`src/sv/mpl_pkg.sv`:
```
`default_nettype none

package mpl_pkg;

  // operation codes of an input item
  localparam logic [1:0] OpQuery   = 2'd0;
  localparam logic [1:0] OpHostWr  = 2'd1;
  localparam logic [1:0] OpNetWr   = 2'd2;
  localparam logic [1:0] OpNop     = 2'd3;

  // decision codes of a result
  localparam logic [1:0] DecNone   = 2'd0;
  localparam logic [1:0] DecIgnore = 2'd1;
  localparam logic [1:0] DecSet    = 2'd2;
  localparam logic [1:0] DecRand   = 2'd3;

  // entry action codes
  localparam logic [1:0] ActIgnore = 2'd0;
  localparam logic [1:0] ActSet    = 2'd1;
  localparam logic [1:0] ActRand   = 2'd2;
  localparam logic [1:0] ActRsvd   = 2'd3;

  // requester condition codes
  localparam logic [1:0] CondNone   = 2'd0;
  localparam logic [1:0] CondDiffer = 2'd1;
  localparam logic [1:0] CondEqual  = 2'd2;
  localparam logic [1:0] CondRsvd   = 2'd3;

  // configuration register indexes
  localparam logic RegHostCount = 1'b0;
  localparam logic RegNetCount  = 1'b1;

  localparam int unsigned CfgAddrW = 3;

  typedef struct packed {
    logic [31:0] ip;
    logic [47:0] mac;
    logic [47:0] cond_mac;
    logic [3:0]  flags;
  } host_entry_t;

  typedef struct packed {
    logic [31:0] ip;
    logic [31:0] mask;
    logic [47:0] mac;
    logic [47:0] cond_mac;
    logic [3:0]  flags;
  } net_entry_t;

  typedef struct packed {
    logic        hit;
    logic [1:0]  decision;
    logic [47:0] reply_mac;
    logic        poison_valid;
    logic [47:0] decoy_mac;
  } eval_t;

  // controller to datapath
  typedef struct packed {
    logic accept;
    logic cnt_clr;
    logic cnt_inc;
    logic rd_host;
    logic rd_net;
    logic sel_net;
    logic res_load;
    logic out_load;
  } cmd_t;

  // datapath to controller
  typedef struct packed {
    logic is_query;
    logic host_end;
    logic net_end;
    logic ip_match;
    logic dec_hit;
    logic out_free;
  } sts_t;

  // condition rules for one entry whose address matches
  function automatic eval_t eval_entry(logic [3:0] flags, logic [47:0] emac,
                                       logic [47:0] ecmac, logic has_mac,
                                       logic [47:0] qmac);
    eval_t      r;
    logic [1:0] cond;
    logic [1:0] act;
    logic       eq;
    r    = '0;
    cond = (flags[3:2] == CondRsvd) ? CondNone : flags[3:2];
    act  = (flags[1:0] == ActRsvd) ? DecIgnore : flags[1:0] + 2'd1;
    eq   = (ecmac == qmac);
    if (cond == CondNone) begin
      r.hit       = 1'b1;
      r.decision  = act;
      r.reply_mac = (act == DecSet) ? emac : '0;
    end else if (!has_mac) begin
      r.hit      = 1'b1;
      r.decision = DecIgnore;
    end else if ((eq && cond == CondEqual) || (!eq && cond == CondDiffer)) begin
      r.hit       = 1'b1;
      r.decision  = act;
      r.reply_mac = (act == DecSet) ? emac : '0;
      if (cond == CondDiffer) begin
        r.poison_valid = 1'b1;
        r.decoy_mac    = ecmac;
      end
    end else if (eq && act != DecIgnore) begin
      r.hit      = 1'b1;
      r.decision = DecIgnore;
    end
    return r;
  endfunction

endpackage

`default_nettype wire

```
`src/sv/mpl_ctrl.sv`:
```
`default_nettype none

module mpl_ctrl (
  input  wire logic          clk_i,
  input  wire logic          rst_ni,
  input  wire logic          in_valid_i,
  output logic               in_ready_o,
  input  wire mpl_pkg::sts_t sts_i,
  output mpl_pkg::cmd_t      cmd_o
);

  typedef enum logic [5:0] {
    StIdle = 6'b000001,
    StHRd  = 6'b000010,
    StHChk = 6'b000100,
    StNRd  = 6'b001000,
    StNChk = 6'b010000,
    StFin  = 6'b100000
  } state_e;

  state_e state_q, state_d;

  // sequencer over host scan, then network scan
  always_comb begin
    state_d    = state_q;
    cmd_o      = '0;
    in_ready_o = 1'b0;
    unique case (state_q)
      StIdle: begin
        in_ready_o = 1'b1;
        if (in_valid_i) begin
          cmd_o.accept  = 1'b1;
          cmd_o.cnt_clr = 1'b1;
          state_d       = StHRd;
        end
      end
      StHRd: begin
        if (!sts_i.is_query) begin
          state_d = StFin;
        end else if (sts_i.host_end) begin
          cmd_o.cnt_clr = 1'b1;
          state_d       = StNRd;
        end else begin
          cmd_o.rd_host = 1'b1;
          state_d       = StHChk;
        end
      end
      StHChk: begin
        if (sts_i.ip_match) begin
          if (sts_i.dec_hit) begin
            cmd_o.res_load = 1'b1;
            state_d        = StFin;
          end else begin
            cmd_o.cnt_clr = 1'b1;
            state_d       = StNRd;
          end
        end else begin
          cmd_o.cnt_inc = 1'b1;
          state_d       = StHRd;
        end
      end
      StNRd: begin
        cmd_o.sel_net = 1'b1;
        if (sts_i.net_end) begin
          state_d = StFin;
        end else begin
          cmd_o.rd_net = 1'b1;
          state_d      = StNChk;
        end
      end
      StNChk: begin
        cmd_o.sel_net = 1'b1;
        if (sts_i.ip_match && sts_i.dec_hit) begin
          cmd_o.res_load = 1'b1;
          state_d        = StFin;
        end else begin
          cmd_o.cnt_inc = 1'b1;
          state_d       = StNRd;
        end
      end
      StFin: begin
        if (sts_i.out_free) begin
          cmd_o.out_load = 1'b1;
          state_d        = StIdle;
        end
      end
      default: begin
        state_d = StIdle;
      end
    endcase
  end

  always_ff @(posedge clk_i or negedge rst_ni) begin
    if (!rst_ni) begin
      state_q <= StIdle;
    end else begin
      state_q <= state_d;
    end
  end

endmodule

`default_nettype wire

```
`config.mk`:
```
export PLATFORM = sky130hd
export DESIGN_NAME = mpl_ctrl
export DESIGN_NICKNAME = d
export VERILOG_FILES = /design/src/sv/mpl_pkg.sv /design/src/sv/mpl_ctrl.sv
export SDC_FILE = /design/constraint.sdc
export NUM_CORES = 1
export LEC_CHECK = 0
export BUFFER_PORTS_ARGS = -buffer_cell sky130_fd_sc_hd__buf_2
export CORE_AREA = 10 10 47 49
export CTS_BUF_LIST = sky130_fd_sc_hd__clkbuf_4
export DETAILED_ROUTE_END_ITERATION = 10
export DIE_AREA = 0 0 57 59
export PLACE_DENSITY = 0.68
export SETUP_SLACK_MARGIN = 0.5
export SYNTH_ARGS = -nofsm -noshare
export SYNTH_HDL_FRONTEND = slang
export SYNTH_SLANG_ARGS = --single-unit
export TNS_END_PERCENT = 100
```
`constraint.sdc`:
```
create_clock -name clk_i -period 1.6 [get_ports clk_i]
set_input_delay 0.08 -clock clk_i [delete_from_list [all_inputs] [get_ports clk_i]]
set_output_delay 0.08 -clock clk_i [all_outputs]
set_load 0.03 [all_outputs]
```
==> results.json, run 1 <==
{
  "drcViolationCount": 0,
  "synth_top_cell_area_share_pct": 28.74,
  "grt_max_degree": 8,
  "gr-total-overflow": 0,
  "cts-root-buf": "clkbuf_4",
  "cellPowerDensity_mw_per_mm2": 1329,
  "ys_top_cells_by_area": "dfrtp_1 29%, nor2_1 9.5%, dfstp_2 6.0%, inv_1 5.2%, o211ai_1 5.2%",
  "initial_utilization_pct": 31.07,
  "tns_ns": -0.003310,
  "dp_hpwl_um": 949.7,
  "worst_setup_path_end_kind": "primary output",
  "fp-row-count": 14,
  "worstPathArrival_ns": 1.52,
  "die_w_um": 57,
  "gp_congestion": 0.7698,
  "multi_input_area_um2": 380.4,
  "async_flop_share_pct": 100.0,
  "largestRegisters": "state_q x6",
  "drive_gt1_share_pct": 74.74,
  "p_sw_mw": 0.4686,
  "avgSynthCellArea_um2": 7.917,
  "path_clk_slew_ns": 0.05,
  "crit_type": "reg2out",
  "io_buffer_count": 17,
  "grt_pass1_wl_um": 2622,
  "n_antenna_cell": 0,
  "syn_inst": 55,
  "cts_tree": "yes",
  "core_mm2": 0.001401,
  "skew_ns": 0.001652,
  "finalWirelength_um": 1662,
  "syn_nets": 64,
  "first_iter_violations": 6,
  "synthesis.area_um2": 435.4,
  "power.total_mw": 1.197,
  "numCtsBuffers": 3,
  "largest_register_ffs": 6,
  "whs_ns": 0.05048,
  "synth_most_common_cell": "nor2_1",
  "dp.cells": 88,
  "setup_viol": 1,
  "clk_latency_ns": 0.24,
  "internal-power_mw": 0.7282,
  "yosysUniqueCellTypes": 24,
  "power_frac_comb_pct": 64.7,
  "period_share_pct": 100.2,
  "period_needed_ns": 1.603,
  "clock_power_share_pct": 14.2,
  "register_area_um2": 157.7,
  "swShare_pct": 39.15,
  "synth-seq-area-share_pct": 34.77,
  "ys_ff_latch": 6,
  "postLayoutCoreUtil_pct": 64.29,
  "layout.nets": 105,
  "die-height_um": 59,
  "dp_slack_ns": 0.04363,
  "ys_warn_count": 0,
  "top_register": "state_q",
  "required_ns": 1.52,
  "fillers": 116,
  "synth-main-ff-cell": "dfrtp_1",
  "postPlaceCellArea_um2": 594.3,
  "via_count": 565,
  "hp-class": "in2reg",
  "clock.fmax_ghz": 0.6237,
  "synthTopCellsByCount": "11 x nor2_1, 6 x inv_1, 5 x dfrtp_1",
  "relSlewSlack_pct": 84.10,
  "pin_count": 18,
  "clock_sinks": 6,
  "grt_use_total_pct": 9.549,
  "outcome": "complete, but fails checks",
  "rsz0062_at_grt": "yes",
  "clk_path_buf_depth": 2,
  "viasPerCell": 5.090,
  "drt-pass1-iter-count": 3,
  "htree_levels": 1,
  "fin_ws_ns": -0.003310,
  "p_leak_nw": 0.4064,
  "drv_cap": 0,
  "fin_cells": 111,
  "crit_fanout": 5,
  "fin_area_um2": 900.9,
  "first_global_vias": 603,
  "synth_edf_count": 0,
  "dieArea_mm2": 0.003363,
  "synth_top_cell_by_area": "dfrtp_1",
  "p_seq_share_pct": 21.1,
  "worst_setup_path_start_kind": "register",
  "ir_worst_vdd_v": 0.0007704,
  "antenna_left": 0,
  "antenna_found_initial": 0,
  "worst_slew_pin_slew_ns": 0.2360,
  "hold_violations": 0,
  "wire_per_inst_um": 14.97,
  "violations": "setup timing",
  "area_delta_synth_final_pct": 106.9,
  "drv_slew": 0
}
[worst paths after layout]
path / start / end / slack (ns) / depth (start not counted)
max: state_q[0] / cmd_o[5] / -0.003 / 5
max reg2reg: state_q[0] / state_q[5] / 0.10 / 6
min: sts_i[4] / state_q[2] / 0.05 / 2
min reg2reg: state_q[4] / state_q[4] / 0.61 / 3
min in group asynchronous: rst_ni / state_q[3] / 0.18 / 2
max in group asynchronous: rst_ni / state_q[0] / 1.20 / 2
[critical path, cell delays in order, from the launching register on]
cell     delay, ns
dfstp_2       0.58
nor2_4        0.06
and4b_2       0.27
nor2_4        0.15
o22ai_2       0.08
buf_6         0.14
[area by class of cell]
type	instances	share of cell area (%)
Multi-Input combinational cell	43	42.22
Timing Repair Buffer	36	32.22
Sequential cell	6	17.50
Clock buffer	4	3.333
Inverter	6	2.500
Tap cell	16	2.222
[kinds of logic after synthesis]
kind of cell | count (synthesis) | synth area share, %
AO/OA/AOI/OAI | 11 | 18.39
buffers and inverters | 6 | 5.172
AND/OR/NAND/NOR | 30 | 37.65
flip-flops | 6 | 34.77
XOR/XNOR | 2 | 4.024
[cell usage in the layout (no fill, tap or decap), drive strengths merged]
cell type / count
a21oi: 1
a221oi: 1
a2bb2oi: 1
and3: 1
and4b: 3
buf: 35
clkbuf: 4
dfrtp: 5
dfstp: 1
dlygate4sd3: 1
inv: 6
nand2: 4
nand3: 2
nand4: 1
nand4b: 1
nor2: 12
nor2b: 3
nor3: 2
nor3b: 1
o211ai: 3
o21a: 1
o21ai: 3
o22ai: 1
xnor2: 1
xor2: 1
[power by group through the flow]
stage / Combinational (mW) / Clock, mW / Sequential (mW)
after floorplan: 0.322 / 0 / 0.238
after global placement: 0.412 / 0 / 0.246
after detailed placement: 0.417 / 0 / 0.250
after CTS: 0.637 / 0.169 / 0.243
after global routing: 0.823 / 0.184 / 0.257
final: 0.774 / 0.170 / 0.252
[metal layers]
metal,track usage (%),up-vias,wire length (um)
li1,-,276,-
met1,9.375,271,602
met2,17.52,16,929
met3,4.936,2,113
met4,2.013,0,17
met5,0,-,0
[timing repair]
action / in CTS / in global routing
setup endpoints to repair: 15 / 15
gates resized for setup: 31 / 11
hold buffers: 1 / 0
pin swaps: 10 / 8
setup buffers: 12 / 6
hold endpoints to repair: 6 / 0
(Power assumes the default switching activity.)
==> inputs of run 2 (changes only) <==
--- a/config.mk
+++ b/config.mk
@@ -10,7 +10,7 @@
 export CTS_BUF_LIST = sky130_fd_sc_hd__clkbuf_4
 export DETAILED_ROUTE_END_ITERATION = 10
 export DIE_AREA = 0 0 57 59
-export PLACE_DENSITY = 0.68
+export PLACE_DENSITY = 0.69
 export SETUP_SLACK_MARGIN = 0.5
 export SYNTH_ARGS = -nofsm -noshare
 export SYNTH_HDL_FRONTEND = slang
==> run 2 against run 1 <==
  * The run still ends with setup timing left
  * Cell count decreased by 9.0%
  * Fmax about the same
  * Non-clock buffer count decreased by 10
  * First-iteration DRC count increased by 17%
  * Die area unchanged
  * Utilization decreased by 7.9 points
  * Total power decreased by 16%
  * Combinational power decreased by 26%
  * Clock power decreased by 2%
  * Largest power group unchanged
==> results.json, run 2 (synthesis results as in run 1) <==
{
  "period_needed_ns": 1.602,
  "first_iter_violations": 7,
  "critPathMaxStageDelay_ns": 0.61,
  "drive_gt1_share_pct": 64.71,
  "hp-class": "in2reg",
  "reg2reg_depth": 5,
  "htree_levels": 1,
  "crit_type": "reg2out",
  "critPathMostFrequentCell": "nor2_4",
  "antenna_found_initial": 0,
  "die-height_um": 59,
  "worstSetupStartpoint": "state_q[0]",
  "grt_use_total_pct": 8.843,
  "gr-total-overflow": 0,
  "dieArea_mm2": 0.003363,
  "worst_slew_pin_slew_ns": 0.2568,
  "grt_max_degree": 8,
  "drt-pass1-iter-count": 4,
  "dp_slack_ns": 0.05560,
  "die_w_um": 57,
  "fin_ws_ns": -0.002060,
  "gp_congestion": 0.7942,
  "antenna_left": 0,
  "io_buffer_count": 17,
  "crit_buf_inv": 1,
  "period_share_pct": 100.1,
  "first_global_vias": 549,
  "clk_latency_ns": 0.24,
  "dp_hpwl_um": 1040,
  "r2r_slack_ns": 0.16,
  "fillers": 135,
  "crit_fanout": 7,
  "pin_count": 18,
  "finalWirelength_um": 1484,
  "initial_utilization_pct": 31.07,
  "viasPerCell": 5.149,
  "drv_cap": 0,
  "p_leak_nw": 0.3531,
  "area_delta_synth_final_pct": 81.32,
  "drcViolationCount": 0,
  "fp-row-count": 14,
  "top_register": "state_q",
  "required_ns": 1.52,
  "worst_setup_path_end_kind": "primary output",
  "path_clk_slew_ns": 0.05,
  "clock_sinks": 6,
  "layout_common_cells": "10 x buf_2, 8 x nor2_4, 8 x buf_6",
  "largest_register_ffs": 6,
  "worstPathCellList": "nor2_4, and4b_2, nor2_4, o22ai_2, buf_6",
  "worstPathArrival_ns": 1.52,
  "layout.nets": 95,
  "clock.fmax_ghz": 0.6242,
  "n_antenna_cell": 0,
  "hold_violations": 0,
  "slowest_stage": "dfstp_2",
  "layout_commonest_cell": "buf_2",
  "cp.depth": 5,
  "skew_ns": 0.01344,
  "largestRegisters": "state_q x6",
  "cellPowerDensity_mw_per_mm2": 1269,
  "setup_viol": 1,
  "drv_slew": 0,
  "outcome": "complete, but fails checks",
  "cts-root-buf": "clkbuf_4",
  "wire_per_inst_um": 14.69,
  "worstSetupEndpoint": "cmd_o[5]",
  "via_count": 520,
  "r2r-start": "state_q[0]",
  "ir_worst_vdd_v": 0.0006162,
  "core_mm2": 0.001401,
  "cts_tree": "yes",
  "postLayoutCoreUtil_pct": 56.34,
  "violations": "setup timing",
  "cp_top_family": "flip-flops",
  "relSlewSlack_pct": 82.75,
  "grt_pass1_wl_um": 2408,
  "worst_setup_path_start_kind": "register",
  "clk_path_buf_depth": 2,
  "r2r-end": "state_q[5]",
  "rsz0062_at_grt": "yes",
  "numCtsBuffers": 3
}
[run 2: how the worst min path moves through the flow]
stage	startpoint	to	depth (start not counted)
4_1_cts	sts_i[4]	state_q[2]	2
3_3_place_gp	rst_ni	state_q[4]	1
3_5_place_dp	rst_ni	state_q[3]	1
2_1_floorplan	rst_ni	state_q[1]	0
6_report	sts_i[3]	state_q[4]	2
5_1_grt	sts_i[3]	state_q[4]	2
[run 2: power by group]
part           internal [mW]  switching [mW]
combinational          0.291           0.285
sequential             0.196          0.0632
clock                  0.111          0.0550
[run 2: area by class of cell]
cell class,count,area [um2],area share [%]
multi-input cells,43,359.1,45.48
repair buffers,26,202.7,25.67
flip-flops and latches,6,155.1,19.65
clock buffers,4,30.03,3.803
inverters,6,22.52,2.853
well taps,16,20.02,2.536
[run 2: per-stage QoR]
| stage | cells | power, mW | hold WS, ns | TNS, ns | cell area [um2] |
|---|---|---|---|---|---|
| CTS | 99 | 0.9951 | 0.05515 | 0 | 772.0 |
| finish | 101 | 1.002 | 0.05875 | -0.002060 | 789.5 |
| global placement | 89 | 0.6639 | -0.09814 | 0 | 601.8 |
| detailed placement | 89 | 0.6726 | -0.09645 | 0 | 601.8 |
| floorplan | 55 | 0.5594 | -0.2156 | 0 | 489.2 |
| global route | 101 | 1.070 | 0.06240 | -0.1922 | 789.5 |
[run 2: what timing repair did]
action	in CTS	in global routing
endpoints found under the setup margin	15	15
setup buffers	5	2
gates cloned	0	0
endpoints found under the hold margin	6	0
pin swaps	14	6
resized for setup	30	1
hold buffers	1	0
[run 2: metal layers]
metal	track usage, %	part of all wire [%]	vias to the layer above
met5	0	0	-
met4	5.034	1.9	0
met3	2.146	3.8	4
met2	17.67	60	14
met1	7.784	35	244
li1	-	-	258
